`config.mk`:
```
export PLATFORM = sky130hd
export DESIGN_NAME = vibration_motor_pattern_generator_top
export DESIGN_NICKNAME = d
export VERILOG_FILES = /design/src/rtl/vmpg_pkg.sv /design/src/rtl/vmpg_rem_pattern.sv /design/src/rtl/vmpg_engine.sv /design/src/rtl/vibration_motor_pattern_generator_top.sv
export SDC_FILE = /design/constraint.sdc
export NUM_CORES = 1
export LEC_CHECK = 0
export BUFFER_PORTS_ARGS = -buffer_cell sky130_fd_sc_hd__buf_2
export CORE_UTILIZATION = 68
export CTS_CLUSTER_SIZE = 14
export DETAILED_ROUTE_END_ITERATION = 10
export PLACE_DENSITY = 0.93
export SLEW_MARGIN = 20
export SYNTH_ARGS = -nofsm -noshare
export SYNTH_HDL_FRONTEND = slang
export SYNTH_SLANG_ARGS = --single-unit
```
`constraint.sdc`:
```
create_clock -name aclk -period 26.8 [get_ports aclk]
set_input_delay 1.34 -clock aclk [delete_from_list [all_inputs] [get_ports aclk]]
set_output_delay 1.34 -clock aclk [all_outputs]
set_load 0.1 [all_outputs]
```
`src/rtl/vmpg_pkg.sv`:
```
`timescale 1ns / 1ps
// vmpg_pkg: types, codes, constants and small arithmetic helpers for the
// vibration motor pattern generator. No dependencies.

package vmpg_pkg;

    localparam int unsigned PIN_W = 6;
    // highest motor number that may drive a pin
    localparam logic [2:0] MOTOR_COUNT = 3'd6;

    typedef enum logic [1:0] {
        FUNC_START   = 2'd0,
        FUNC_STOP    = 2'd1,
        FUNC_PATTERN = 2'd2,
        FUNC_COUNT   = 2'd3
    } func_t;

    localparam logic [2:0] PAT_ON      = 3'd0;
    localparam logic [2:0] PAT_PULSE6  = 3'd1;
    localparam logic [2:0] PAT_PULSE10 = 3'd2;
    localparam logic [2:0] PAT_PULSE3  = 3'd3;
    localparam logic [2:0] PAT_BURST2  = 3'd4;
    localparam logic [2:0] PAT_BURST3  = 3'd5;
    localparam logic [2:0] PAT_LAST    = 3'd5;

    localparam logic [2:0] STOP_GRADE  = 3'd0;

    typedef struct packed {
        func_t       func;
        logic [2:0]  grade;
        logic [15:0] duration;
    } in_item_t;

    typedef struct packed {
        logic [PIN_W-1:0] motor_drive;
        logic             running;
        logic [15:0]      remaining;
        logic [2:0]       pattern;
    } out_item_t;

    function automatic logic [2:0] grade_to_motor(input logic [2:0] grade);
        logic [2:0] m;
        case (grade)
            3'd0, 3'd1: m = 3'd5;
            3'd2:       m = 3'd6;
            3'd3:       m = 3'd4;
            3'd4:       m = 3'd3;
            3'd5:       m = 3'd2;
            3'd6:       m = 3'd1;
            default:    m = 3'd3;
        endcase
        return m;
    endfunction

    // residue modulo 3 by summing base-4 digits
    function automatic logic [1:0] mod3_u11(input logic [10:0] x);
        logic [4:0] s1;
        logic [2:0] s2;
        logic [2:0] r;
        s1 = {3'b0, x[1:0]} + {3'b0, x[3:2]} + {3'b0, x[5:4]} + {3'b0, x[7:6]}
           + {3'b0, x[9:8]} + {4'b0, x[10]};
        s2 = {1'b0, s1[1:0]} + {1'b0, s1[3:2]} + {2'b0, s1[4]};
        if (s2 >= 3'd6) begin
            r = s2 - 3'd6;
        end else if (s2 >= 3'd3) begin
            r = s2 - 3'd3;
        end else begin
            r = s2;
        end
        return r[1:0];
    endfunction

    // parity of c/6, c/10, c/3, c/9 by reciprocal multiply (exact for 8 bits)
    function automatic logic odd_div6(input logic [7:0] c);
        logic [15:0] p;
        p = {8'b0, c} * 16'd171;
        return p[10];
    endfunction

    function automatic logic odd_div10(input logic [7:0] c);
        logic [15:0] p;
        p = {8'b0, c} * 16'd205;
        return p[11];
    endfunction

    function automatic logic odd_div3(input logic [7:0] c);
        logic [15:0] p;
        p = {8'b0, c} * 16'd171;
        return p[9];
    endfunction

    function automatic logic odd_div9(input logic [7:0] c);
        logic [15:0] p;
        p = {8'b0, c} * 16'd228;
        return p[11];
    endfunction

    // pattern in effect for a mode and the time-derived index
    function automatic logic [2:0] pattern_select(input logic [2:0] mode,
                                                  input logic [2:0] time_pat);
        logic [2:0] p;
        if (mode == 3'd0) begin
            p = time_pat;
        end else begin
            p = mode - 3'd1;
        end
        if (p > PAT_LAST) begin
            p = PAT_PULSE3;
        end
        return p;
    endfunction

endpackage

```
`src/rtl/vmpg_rem_pattern.sv`:
```
`timescale 1ns / 1ps
// vmpg_rem_pattern: (remaining / 60) % 6 without a divider.
// Depends on vmpg_pkg.

module vmpg_rem_pattern (
    input  logic [15:0] remaining,
    output logic [2:0]  time_pat
);

    logic [28:0] prod;
    logic [10:0] minutes;
    logic [1:0]  m3;

    // r/60 = (r>>2)/15, reciprocal of 15 exact below 2^14
    assign prod    = {15'b0, remaining[15:2]} * 29'd17477;
    assign minutes = prod[28:18];
    assign m3      = vmpg_pkg::mod3_u11(minutes);

    // recombine residues mod 2 and mod 3 into mod 6
    always_comb begin
        case ({minutes[0], m3})
            3'b000:  time_pat = 3'd0;
            3'b001:  time_pat = 3'd4;
            3'b010:  time_pat = 3'd2;
            3'b100:  time_pat = 3'd3;
            3'b101:  time_pat = 3'd1;
            3'b110:  time_pat = 3'd5;
            default: time_pat = 3'd0;
        endcase
    end

endmodule

```
`src/rtl/vmpg_engine.sv`:
```
`timescale 1ns / 1ps
// vmpg_engine: block state, mode register and the single-pass step logic.
// Depends on vmpg_pkg and vmpg_rem_pattern.

module vmpg_engine (
    input  logic                aclk,
    input  logic                aresetn,
    input  logic                cfg_we,
    input  logic [2:0]          cfg_wdata,
    input  logic                step_en,
    input  vmpg_pkg::in_item_t  item,
    output vmpg_pkg::out_item_t result
);

    logic [2:0]                 work_mode_reg;
    logic                       active_reg, active_next;
    logic [15:0]                rem_reg, rem_next;
    logic [2:0]                 motor_reg, motor_next;
    logic [vmpg_pkg::PIN_W-1:0] pins_reg, pins_next;
    logic [7:0]                 pat_cnt_reg [5];
    logic [7:0]                 pat_cnt_next [5];
    logic [7:0]                 burst_reg [2];
    logic [7:0]                 burst_next [2];
    logic [2:0]                 rem_pat_reg, rem_pat_next;

    logic [2:0]  step_pat;
    logic [2:0]  cnt_idx;
    logic [7:0]  cnt_inc;
    logic [7:0]  b0_inc, b1_inc;
    logic [15:0] rem_dec;
    logic        drive_en, drive_on;
    logic        motor_ok;

    vmpg_rem_pattern u_rem_pattern (
        .remaining (rem_next),
        .time_pat  (rem_pat_next)
    );

    assign step_pat = vmpg_pkg::pattern_select(work_mode_reg, rem_pat_reg);
    assign cnt_idx  = (step_pat == vmpg_pkg::PAT_ON) ? 3'd0 : step_pat - 3'd1;
    assign cnt_inc  = pat_cnt_reg[cnt_idx] + 8'd1;
    assign b0_inc   = burst_reg[0] + 8'd1;
    assign b1_inc   = burst_reg[1] + 8'd1;
    assign rem_dec  = rem_reg - 16'd1;
    assign motor_ok = (motor_reg >= 3'd1) && (motor_reg <= vmpg_pkg::MOTOR_COUNT);

    always_comb begin
        active_next  = active_reg;
        rem_next     = rem_reg;
        motor_next   = motor_reg;
        pins_next    = pins_reg;
        pat_cnt_next = pat_cnt_reg;
        burst_next   = burst_reg;
        drive_en     = 1'b0;
        drive_on     = 1'b0;
        if (step_en) begin
            unique case (item.func)
                vmpg_pkg::FUNC_START: begin
                    active_next = 1'b1;
                    motor_next  = vmpg_pkg::grade_to_motor(item.grade);
                    rem_next    = item.duration;
                end
                vmpg_pkg::FUNC_STOP: begin
                    active_next = 1'b0;
                    motor_next  = vmpg_pkg::grade_to_motor(item.grade);
                    pins_next   = '0;
                end
                vmpg_pkg::FUNC_PATTERN: begin
                    if (active_reg) begin
                        drive_en = 1'b1;
                        if (step_pat == vmpg_pkg::PAT_ON) begin
                            drive_on = 1'b1;
                        end else begin
                            pat_cnt_next[cnt_idx] = cnt_inc;
                            case (step_pat)
                                vmpg_pkg::PAT_PULSE6:  drive_on = !vmpg_pkg::odd_div6(cnt_inc);
                                vmpg_pkg::PAT_PULSE10: drive_on = !vmpg_pkg::odd_div10(cnt_inc);
                                vmpg_pkg::PAT_PULSE3:  drive_on = !vmpg_pkg::odd_div3(cnt_inc);
                                vmpg_pkg::PAT_BURST2: begin
                                    if (!vmpg_pkg::odd_div9(cnt_inc)) begin
                                        burst_next[0] = b0_inc;
                                        drive_on      = !b0_inc[0];
                                    end
                                end
                                default: begin
                                    if (!vmpg_pkg::odd_div10(cnt_inc)) begin
                                        burst_next[1] = b1_inc;
                                        drive_on = (vmpg_pkg::mod3_u11({3'b0, b1_inc}) == 2'd0);
                                    end
                                end
                            endcase
                        end
                    end
                end
                vmpg_pkg::FUNC_COUNT: begin
                    if (active_reg) begin
                        rem_next = rem_dec;
                        if (rem_dec == 16'd0) begin
                            active_next = 1'b0;
                            motor_next  = vmpg_pkg::grade_to_motor(vmpg_pkg::STOP_GRADE);
                            pins_next   = '0;
                        end
                    end
                end
            endcase
            if (drive_en && motor_ok) begin
                pins_next[motor_reg - 3'd1] = drive_on;
            end
        end
    end

    always_comb begin
        result.motor_drive = pins_next;
        result.running     = active_next;
        result.remaining   = rem_next;
        result.pattern     = vmpg_pkg::pattern_select(work_mode_reg, rem_pat_next);
    end

    always_ff @(posedge aclk) begin
        if (!aresetn) begin
            work_mode_reg <= 3'd0;
            active_reg    <= 1'b0;
            rem_reg       <= 16'd0;
            motor_reg     <= 3'd0;
            pins_reg      <= '0;
            pat_cnt_reg   <= '{default: 8'd0};
            burst_reg     <= '{default: 8'd0};
            rem_pat_reg   <= 3'd0;
        end else begin
            if (cfg_we) begin
                work_mode_reg <= cfg_wdata;
            end
            if (step_en) begin
                active_reg  <= active_next;
                rem_reg     <= rem_next;
                motor_reg   <= motor_next;
                pins_reg    <= pins_next;
                pat_cnt_reg <= pat_cnt_next;
                burst_reg   <= burst_next;
                rem_pat_reg <= rem_pat_next;
            end
        end
    end

endmodule

```
`src/rtl/vibration_motor_pattern_generator_top.sv`:
```
`timescale 1ns / 1ps
// vibration_motor_pattern_generator_top: input register, output register and
// handshake around the step engine. Depends on vmpg_pkg and vmpg_engine.
//
// Usage
//   s_valid / s_ready / s_data carry one command per transfer: start, stop,
//   pattern tick or countdown tick. Every accepted command gives
//   exactly one result on m_valid / m_ready / m_data: motor levels, running
//   flag, remaining time and the pattern index in effect.
//   cfg_we / cfg_wdata write the work mode register directly, no wait;
//   write it only while no command is in flight.
//   An accepted command waits in the input register; it is processed as it
//   moves to the output register, and its result is on m_valid from then on.
//   Throughput: one command per cycle, sustained, as long as m_ready is high.
//   The time-to-pattern divide is a reciprocal multiply feeding a register,
//   so each command is one pass between the input and output registers.
//   When the receiver stalls, the result holds in the output register and one
//   more command waits in the input register; s_ready then drops.
//   Reset (aresetn low, synchronous) stops the motors, clears all counters,
//   the remaining time and the work mode, and empties both registers.

module vibration_motor_pattern_generator_top (
    input  logic                aclk,
    input  logic                aresetn,
    input  logic                s_valid,
    output logic                s_ready,
    input  vmpg_pkg::in_item_t  s_data,
    output logic                m_valid,
    input  logic                m_ready,
    output vmpg_pkg::out_item_t m_data,
    input  logic                cfg_we,
    input  logic [2:0]          cfg_wdata
);

    logic                in_valid_reg;
    vmpg_pkg::in_item_t  in_item_reg;
    logic                out_valid_reg;
    vmpg_pkg::out_item_t out_item_reg;
    vmpg_pkg::out_item_t result;
    logic                advance;

    assign advance = in_valid_reg && (!out_valid_reg || m_ready);
    assign s_ready = !in_valid_reg || advance;
    assign m_valid = out_valid_reg;
    assign m_data  = out_item_reg;

    vmpg_engine u_engine (
        .aclk      (aclk),
        .aresetn   (aresetn),
        .cfg_we    (cfg_we),
        .cfg_wdata (cfg_wdata),
        .step_en   (advance),
        .item      (in_item_reg),
        .result    (result)
    );

    always_ff @(posedge aclk) begin
        if (!aresetn) begin
            in_valid_reg  <= 1'b0;
            out_valid_reg <= 1'b0;
        end else begin
            if (s_valid && s_ready) begin
                in_valid_reg <= 1'b1;
            end else if (advance) begin
                in_valid_reg <= 1'b0;
            end
            if (advance) begin
                out_valid_reg <= 1'b1;
            end else if (m_ready) begin
                out_valid_reg <= 1'b0;
            end
        end
    end

    always_ff @(posedge aclk) begin
        if (s_valid && s_ready) begin
            in_item_reg <= s_data;
        end
        if (advance) begin
            out_item_reg <= result;
        end
    end

`ifndef ASSERT_OFF
    a_result_follows: assert property (@(posedge aclk) disable iff (!aresetn)
        advance |=> m_valid)
        else $error("processed command gave no result");

    a_idle_pins_off: assert property (@(posedge aclk) disable iff (!aresetn)
        (m_valid && !m_data.running) |-> (m_data.motor_drive == '0))
        else $error("motor driven while stopped");

    a_pattern_range: assert property (@(posedge aclk) disable iff (!aresetn)
        m_valid |-> (m_data.pattern <= vmpg_pkg::PAT_LAST))
        else $error("pattern index out of range");

    a_stall_holds_input: assert property (@(posedge aclk) disable iff (!aresetn)
        (in_valid_reg && out_valid_reg && !m_ready)
            |=> (in_valid_reg && $stable(in_item_reg)))
        else $error("waiting command lost during stall");
`endif

endmodule
```
== Yosys cells after proc, flatten, opt, wreduce, memory -nomap -nowiden ==
Cells that the tools add are included.

* Logic and storage cells: 168
* ROM bits: 0
* Output and inout bits: 28
* Bits in latches: 0
* Memory bits (writable): 0
* Register bits: 137
* Memories kept: 0
* Input port bits: 29

* Divide/modulo/power cells: 0
* Multiplexer cells: 53
* $mul: 4
* Equal/unequal tests: 19
* Magnitude comparators: 12
* Add/sub/neg operators: 23
* Reduce and logical (&&, ||, !) cells: 30
* Bitwise gates (word level): 5
* Shift-type cells: 0

{| class="wikitable"
|+ Operators with widths
! operator !! count
|-
| $bwmux 40 || 1
|-
| $mux 16 || 2
|-
| $pmux 16 s2 || 1
|-
| $pmux 3 s5 || 2
|-
| $mul 14x15->29 const B || 1
|-
| $add 8x1->8 const B || 3
|-
| $bmux 8 s3 || 1
|-
| $demux 8 s3 || 1
|-
| $mux 6 || 4
|-
| $mux 8 || 3
|-
| $mux 2 || 10
|-
| $eq 3x3->1 const B || 6
|-
| $mux 3 || 6
|-
| $logic_not 16->1 || 1
|-
| $mux 1 || 16
|-
| $sub 16x1->16 const B || 1
|-
| $add 5x2->5 || 3
|-
| $eq 3x2->1 const B || 5
|-
| $add 2x2->3 || 4
|-
| $mul 8x8->12 const B || 1
|-
| $pmux 6 s2 || 1
|-
| $reduce_and 6->1 || 2
|-
| $mul 8x8->11 const B || 1
|-
| $mul 8x6->10 const B || 1
|-
| other kinds (34) || 69
|}

== Longest topological paths before layout ==
Gate-level depths: netlist of the first run.

* Depth in word-level cells: 27
* Gate-level depth with buffers: 46
* Depth with buffers taken out: 45

== By module ==
From an unflattened synthesis of the first run, not the netlist that was laid out.

* Cell total of the unflattened synthesis: 1191
* Area, all modules: 11335.9 sq um

{| class="wikitable"
|+ Modules (own cells, without submodules)
! module !! sequential area each (sq um) !! instances !! cells each !! area an instance (sq um)
|-
| vmpg_engine || 1621.6 || 1 || 840 || 7176.9
|-
| vmpg_rem_pattern || 0.0 || 1 || 295 || 2643.8
|-
| vibration_motor_pattern_generator_top || 1451.4 || 1 || 56 || 1515.2
|}

== Worst setup path before layout of the first run ==
Ideal clock, no wire load.

* Path kind: input to register
* Start: in m_ready
* End: reg out_item_reg, in the netlist m_data[2], data pin
* Setup time: 0.270 ns
* Setup slack: 15.146 ns
* Stages: 41
* Arrival: 11.384 ns
* Buffers on the path: 1
* Data required time: 26.530 ns
* Cell sequence: nand2b_1 -> nand2_1 -> clkinv_1 -> nand2_1 -> clkbuf_1 -> a21oi_1 -> o22ai_1 -> ha_1 -> inv_1 -> fa_1 -> fa_1 -> inv_1 -> fa_1 -> fa_1 -> ha_1 -> a21o_1 -> a21o_1 -> a211oi_1 -> [... 5 more ...] -> fa_1 -> fa_1 -> inv_1 -> fa_1 -> inv_1 -> ha_1 -> inv_1 -> fa_1 -> fa_1 -> inv_1 -> fa_1 -> ha_1 -> o21ai_0 -> o31ai_1 -> o21ai_0 -> nor3_1 -> nor2_1 -> o21ai_0

{| class="wikitable"
|+ RTL lines
! element !! line !! source
|-
| start, declared || vibration_motor_pattern_generator_top.sv:29 || <nowiki>input logic m_ready,</nowiki>
|-
| end signal, assigned || vibration_motor_pattern_generator_top.sv:80 || <nowiki>out_item_reg <= result;</nowiki>
|-
| end, declared || vibration_motor_pattern_generator_top.sv:38 || <nowiki>vmpg_pkg::out_item_t out_item_reg;</nowiki>
|}

==> results of run 1 <==
[how the worst max path moves through the flow]
stage                     cells after the start  slack, ns                      end                              from
final                                        42      14.86  m_data[2]$_SDFFCE_PN0P_  u_engine.rem_reg[0]$_SDFFE_PN0P_
after global routing                         41      14.22  m_data[2]$_SDFFCE_PN0P_  u_engine.rem_reg[0]$_SDFFE_PN0P_
after CTS                                    42      14.95  m_data[2]$_SDFFCE_PN0P_  u_engine.rem_reg[0]$_SDFFE_PN0P_
after detailed placement                     40      14.97  m_data[2]$_SDFFCE_PN0P_                           m_ready
after global placement                       40      15.43  m_data[2]$_SDFFCE_PN0P_                           m_ready
after floorplan                              41      15.15  m_data[2]$_SDFFCE_PN0P_                           m_ready
[routing by layer]
| layer | vias up | part of all wire (%) | GRT usage (%) |
|---|---|---|---|
| met5 | - | 0 | 0 |
| met4 | 0 | 4.0 | 19.56 |
| met3 | 94 | 6.3 | 5.822 |
| met2 | 387 | 49 | 53.79 |
| met1 | 4201 | 40 | 37.38 |
| li1 | 4070 | - | - |
[final cells by class]
type | instances | area [µm²] | area share (%)
Clock buffer | 18 | 439.2 | 3.612
Clock inverter | 14 | 166.4 | 1.369
Inverter | 152 | 570.5 | 4.693
Multi-Input combinational cell | 832 | 7276 | 59.84
Sequential cell | 130 | 3073 | 25.28
Tap cell | 216 | 270.3 | 2.223
Timing Repair Buffer | 67 | 362.8 | 2.984
[critical path, delay by kind of cell (launching register included)]
kind | cells | cell delay [ns]
AND/OR/NAND/NOR | 6 | 2.04
adder cells (fa/ha/maj) | 15 | 5.88
buffers and inverters | 7 | 0.42
AO/OA/AOI/OAI | 13 | 2.89
flip-flops | 1 | 0.35
XOR/XNOR | 1 | 0.11
[kinds of logic after synthesis]
logic type | synth area share, %
buffers and inverters | 6.627
XOR/XNOR | 4.798
flip-flops | 27.73
AND/OR/NAND/NOR | 14.61
adder cells (fa/ha/maj) | 29.51
multiplexers | 4.166
AO/OA/AOI/OAI | 12.57
[layout by cell type (no fill, tap or decap), types with 17 or more instances in the layout]
master and n:
nor3_1 22, and2_1 29, nor2_1 45, mux2i_1 39, nor2b_1 58, dfxtp_1 83
xnor2_1 41, o21ai_0 42, nand2_1 61, clkbuf_16 17, inv_1 151, buf_2 56
edfxtp_1 47, a21oi_1 53, nand3_1 27, ha_1 167, fa_1 59
[power by group]
part | switching, W | internal [W]
Clock | 0.000102 | 0.000143
Sequential | 0.00000422 | 0.000211
Combinational | 0.0000889 | 0.0000451
Total | 0.000196 | 0.000398
[through the flow]
step | hold WS (ns) | cell area (µm²) | instances
CTS | 0.4706 | 12160 | 1429
global route | 0.4901 | 12160 | 1429
floorplan | 0.4407 | 11080 | 1147
finish | 0.4703 | 12160 | 1429
detailed placement | 0.4618 | 11550 | 1397
global placement | 0.4509 | 11550 | 1397
==> impl_results.md, run 1 <==
- Reg2Reg Depth: between 40 and 50
- Setup slack, reg-to-reg: between 10 and 15 ns
- Die Area: roughly 17000 µm²
- Top-area cell type share of the netlist area: 18.85%
- Vias in the first global route: a little under 9000
- I/O pin total: 57
- Post-layout util: about three quarters
- Syn_area_per_cell: slightly below 10 µm²
- Die Wd: approximately 130 µm
- Die Span Y: approximately 130 µm
- Count of final setup violators: 0
- Final #Nets: 1455
- EDFF count, synth: 47
- Inserted Diodes: 0
- CP Capture Type: flop
- Routability congestion estimate: roughly 0.95
- DR WL/cell: 17.72 µm
- Slew HR: between 30 and 40%
- Dominant cell by count in the synthesized netlist: ha_1
- Pre-antenna DRT Iters: 6
- Crit path arrival time: ~12 ns
- Post-CTS setup buffer count: 0
- H-Tree Depth: 4
- Final total power: about 0.00059 W
- Worst Skew: roughly 0.013 ns
- Power per cell area: roughly 50 nW/µm²
- Most frequent CP cell: fa_1
- Std-Cell Core Area: between 15000 and 20000 µm²
- YS warnings: 0
- Core Rows: 46
- Data required, critical path: ~27 ns
- Achievable clock frequency: approximately 84 MHz
- CTS buffer count: 17
- Routed via count: between 8000 and 9000
- Clock Path Buffers: 2
- CTS tree: built
- Final hold vios: 0
- Port bufs: 56
- Clk_lat worst skew: 0.45 ns
- Tcrit/Tclk final: about 45%
- Max-cap viol count: 0
- Async S/R FF share, synth: 0%
- Root Buffer Master: clkbuf_16
- Seq/Total Area, Yosys: ~28%
- DRC viols: 0
- Starting Density: 69.77%
- Synthesized net count: 1402
- Maximum fanout along the worst path: 7
- Total negative slack: 0 ns
- Slowest Stage Delay on Critical Path: around 0.65 ns
- Worst R2R End: m_data[2]$_SDFFCE_PN0P_
- RSZ-0062 raised after global routing: false
- GRT Overall Usage: 31.74%
- Netlist cell types: 83
- Area growth syn-to-layout: 9.697%
- Grt total ovfl: 0
- Post-Synthesis Cell Area: around 11000 µm²
- # clock sinks: 130
- CTS Hold Buffers Added: 0
- Status: finished, final reports clean
- Final wirelength: 25330 µm
- Worst min-delay path startpoint: u_engine.pins_reg[3]$_SDFFE_PN0P_
- Via-per-instance ratio: between 6 and 7
- Final WS setup: between 10 and 15 ns
- Top cells by area, synth: ha_1 19%, dfxtp_1 15%, edfxtp_1 13%
- Worst min path class: flop to flop
- Antenna viol nets, final: 0
- Worst Max-Slew Pin Slew: about 0.94 ns
- Gate count of the mapped netlist: around 1100
- Initial antenna violation count: 0
- Max VDD drop: ~0.00006 V
- Post_cts resized: 0
- Critical path type: flop to flop
- Pre-CTS WS: approximately 15 ns
- Post-synth top area cell: ha_1
- Slowest-stage cell, CP: nor3_1
- Largest net degree at the start of global routing: 86
- Reg clk slew, reported paths: approximately 0.070 ns
- Max-slew violations: 0
- Min-Delay Endpoint: u_engine.pins_reg[3]$_SDFFE_PN0P_
- Period minus WS final: 11.94 ns
- Max FFs per register: 40
- Number of DRC markers in iteration 0: 854
- Synth cell count leaders: 167 x ha_1, 151 x inv_1, 83 x dfxtp_1
- Filler Cell Count: about 1000
- Hold Path Depth: 2
- Share of cells above drive strength 1: a little over a tenth
- Leak: between 5 and 6 nW
- Post-DP HPWL: approximately 18000 µm
- Global-route wire length before repair: just over 40000 µm
- Flops & latches, synth: 130
- Worst reg2reg startpoint: u_engine.rem_reg[0]$_SDFFE_PN0P_
- Top_reg_cell synth: dfxtp_1
- Startpoint class of the critical path: flop
Note: power is estimated with default switching activity, not from simulation.
==> run 2: changes to the inputs <==
--- a/config.mk
+++ b/config.mk
@@ -6,10 +6,10 @@
 export NUM_CORES = 1
 export LEC_CHECK = 0
 export BUFFER_PORTS_ARGS = -buffer_cell sky130_fd_sc_hd__buf_2
-export CORE_UTILIZATION = 68
+export CORE_UTILIZATION = 57
 export CTS_CLUSTER_SIZE = 14
 export DETAILED_ROUTE_END_ITERATION = 10
-export PLACE_DENSITY = 0.93
+export PLACE_DENSITY = 0.84
 export SLEW_MARGIN = 20
 export SYNTH_ARGS = -nofsm -noshare
 export SYNTH_HDL_FRONTEND = slang
==> constraint.sdc (replaced) <==
create_clock -name aclk -period 10.8 [get_ports aclk]
set_input_delay 0.54 -clock aclk [delete_from_list [all_inputs] [get_ports aclk]]
set_output_delay 0.54 -clock aclk [all_outputs]
set_load 0.1 [all_outputs]
==> run 2 against run 1 <==
Total power grew to 2.5 times the previous value. Largest power group unchanged. Clock power is 150% higher. Wire length is 2.9% lower. Hold slack worse by 0.19 ns. Critical path depth up 2. Critical endpoint is now m_data[1]$_SDFFCE_PN1P_. Non-clock buffer count is 29 higher. First-iteration DRC count shrank 25%. Global-route usage shrank 6.2 points. Die area grew 19%. Sequential cell count stayed put. Sequential power increased by 150%. Utilization down 9.9 points.
==> impl_results.md, run 2 (synthesis gave the netlist of run 1 again) <==
- Count of final setup violators: 0 (unchanged)
- Pre-CTS WS: -0.1810 ns (-15.16 ns)
- Clock Path Buffers: 2 (unchanged)
- Worst reg2reg startpoint: u_engine.rem_reg[0]$_SDFFE_PN0P_
- Power per cell area: 118.7 nW/µm² (+140%)
- Tcrit/Tclk final: 96.13% (+52 points)
- Number of DRC markers in iteration 0: 640 (-25%)
- Worst Skew: 0.008318 ns (-0.004736 ns)
- Root Buffer Master: clkbuf_16
- Non-Filler Instances: 1502 (+5.1%)
- Seq pwr share: 35.6% (-0.6 points)
- End point of the critical path: m_data[1]$_SDFFCE_PN1P_
- Grt met2 use: 44.01% (-9.8 points)
- DRC viols: 0 (unchanged)
- Inserted Diodes: 0 (unchanged)
- Critical path type: flop to flop
- Max-cap viol count: 0 (unchanged)
- CTS tree: built
- Net Sw Frac: 32.06% (-0.88 points)
- Placed cells: 1463 (+4.7%)
- Commonest non-fill, non-tap cell in the layout: ha_1
- Most frequent cells in the layout: 163 x ha_1, 149 x inv_1, 80 x dfxtp_1, 61 x nand2_1, 58 x nor2b_1
- Max VDD drop: 0.0001209 V (+100%)
- Data required, critical path: 10.96 ns (-16.01 ns)
- CP Capture Type: flop
- Period minus WS final: 10.38 ns (-1.561 ns)
- Global-route wire length before repair: 40480 µm (-1.7%)
- Die Wd: 141.4 µm (+9.1%)
- Met1 Use GR: 31.64% (-5.7 points)
- Most frequent CP cell: fa_1
- Maximum fanout along the worst path: 6 (-1)
- Core Rows: 50 (+8.7%)
- Antenna viol nets, final: 0 (unchanged)
- # clock sinks: 130 (unchanged)
- Worst min path class: primary input to flop
- Setup slack, reg-to-reg: 0.42 ns (-14.44 ns)
- GRT met3 Usage: 4.590% (-1.2 points)
- I/O pin total: 57 (unchanged)
- CP Launch Point: u_engine.rem_reg[0]$_SDFFE_PN0P_
- Sw Pwr: 0.0004791 W (+140%)
- Busiest grt layer: met2
- Std-Cell Core Area: 18890 µm² (+19%)
- Slowest-stage cell, CP: fa_1
- GRT Overall Usage: 25.51% (-6.2 points)
- Vias in the first global route: 8532 (-2.2%)
- Logic pwr share: 24.1% (+1.5 points)
- Leak: 6.065 nW (+3.1%)
- Initial antenna violation count: 0 (unchanged)
- DR WL/cell: 16.37 µm (-7.6%)
- Max-slew violations: 0 (unchanged)
- Worst Max-Slew Pin Slew: 0.8380 ns (-0.1045 ns)
- Share of cells above drive strength 1: 15.14% (+4.6 points)
- Slew HR: 43.73% (+7.2 points)
- Grt total ovfl: 0 (unchanged)
- Clock power share: 40.2% (-1.1 points)
- Via-per-instance ratio: 5.751 (-6.1%)
- Startpoint class of the critical path: flop
- CTS Hold Buffers Added: 0 (unchanged)
- Filler Cell Count: 1455 (+41%)
- Port bufs: 56 (unchanged)
- Die Span Y: 141.4 µm (+9.1%)
- Worst R2R End: m_data[1]$_SDFFCE_PN1P_
- Routability congestion estimate: 0.9793 (+3.0%)
- Final WS setup: 0.4182 ns (-14.44 ns)
- Final wirelength: 24590 µm (-2.9%)
- Crit path arrival time: 10.54 ns (-1.58 ns)
- Reg clk slew, reported paths: 0.06 ns (about the same)
- Clk_lat worst skew: 0.43 ns (-0.02 ns)
- Final hold vios: 0 (unchanged)
- Starting Density: 58.66% (-11 points)
- Routed via count: 8638 (-1.3%)
- Post-DP HPWL: 18280 µm (-1.2%)
- Final #Nets: 1484 (+2.0%)
- H-Tree Depth: 4 (unchanged)
- Die Area: 20010 µm² (+19%)
- Internal: 0.001015 W (+150%)
- Reg2Reg Depth: 44 (+4.8%)
- Pre-antenna DRT Iters: 6 (unchanged)
- Status: finished, final reports clean
- Max FFs per register: 40 (unchanged)
- Slowest Stage Delay on Critical Path: 0.55 ns (-0.10 ns)
- Area growth syn-to-layout: 13.58%
- Achievable clock frequency: 96.32 MHz (+15%)
- CTS buffer count: 17 (unchanged)
- Largest net degree at the start of global routing: 86 (unchanged)
==> run 2: metrics by stage <==
stage               util (%)  power (W)  hold WS, ns  setup TNS [ns]  instance area, µm²
floorplan                  -  0.0007961       0.4407               0               11090
global placement       62.32  0.0008575       0.4487               0               11780
detailed placement     62.32  0.0008730       0.4561         -0.3747               11780
CTS                    65.73   0.001476       0.2723               0               12420
global route           66.63   0.001560       0.2693         -0.1744               12590
finish                 66.63   0.001494       0.2841               0               12590
==> run 2: power by group through the flow <==
stage	clock network [W]	logic (W)	registers, W
finish	0.000601	0.000361	0.000533
global route	0.000627	0.000399	0.000534
CTS	0.000606	0.000338	0.000532
detailed placement	0	0.000330	0.000543
global placement	0	0.000315	0.000542
floorplan	0	0.000221	0.000575
==> run 2: worst min path at each step <==
stage / end / start / slack [ns] / cells after the start
after floorplan: u_engine.pins_reg[0]$_SDFFE_PN0P_ / u_engine.pins_reg[0]$_SDFFE_PN0P_ / 0.44 / 2
after global placement: u_engine.pins_reg[0]$_SDFFE_PN0P_ / u_engine.pins_reg[0]$_SDFFE_PN0P_ / 0.45 / 2
after detailed placement: u_engine.pins_reg[0]$_SDFFE_PN0P_ / u_engine.pins_reg[0]$_SDFFE_PN0P_ / 0.46 / 2
after CTS: in_item_reg[5]$_DFFE_PP_ / s_data[5] / 0.27 / 1
after global routing: in_item_reg[2]$_DFFE_PP_ / s_data[2] / 0.27 / 1
final: in_item_reg[5]$_DFFE_PP_ / s_data[5] / 0.28 / 1
==> run 2: layout make-up <==
class / instances / area, µm² / share of cell area, %
Tap cell: 260 / 325.3 / 2.584
Inverter: 152 / 571.8 / 4.542
Multi-Input combinational cell: 832 / 7422 / 58.96
Clock buffer: 18 / 450.4 / 3.578
Clock inverter: 14 / 161.4 / 1.282
Timing Repair Buffer: 96 / 580.6 / 4.612
Sequential cell: 130 / 3077 / 24.44
==> run 2: routing by layer <==
layer	up-vias	share of wire, %
met1	4144	43
li1	4132	-
met4	0	2.6
met5	-	0
met3	72	5.0
met2	290	50
==> run 2: what timing repair did <==
item,CTS,global route
gates cloned,0,0
setup endpoints to repair,4,4
pin swaps,1,17
setup buffers,2,5
resized for setup,5,34
==> run 2: critical path: cells and delay by family, from the launching register on <==
kind                     cells  cell delay, ns
AND/OR/NAND/NOR              7            1.42
AO/OA/AOI/OAI               11            1.78
buffers and inverters        9            0.69
XOR/XNOR                     1            0.13
multiplexers                 1            0.07
flip-flops                   1            0.34
adder cells (fa/ha/maj)     15            5.69
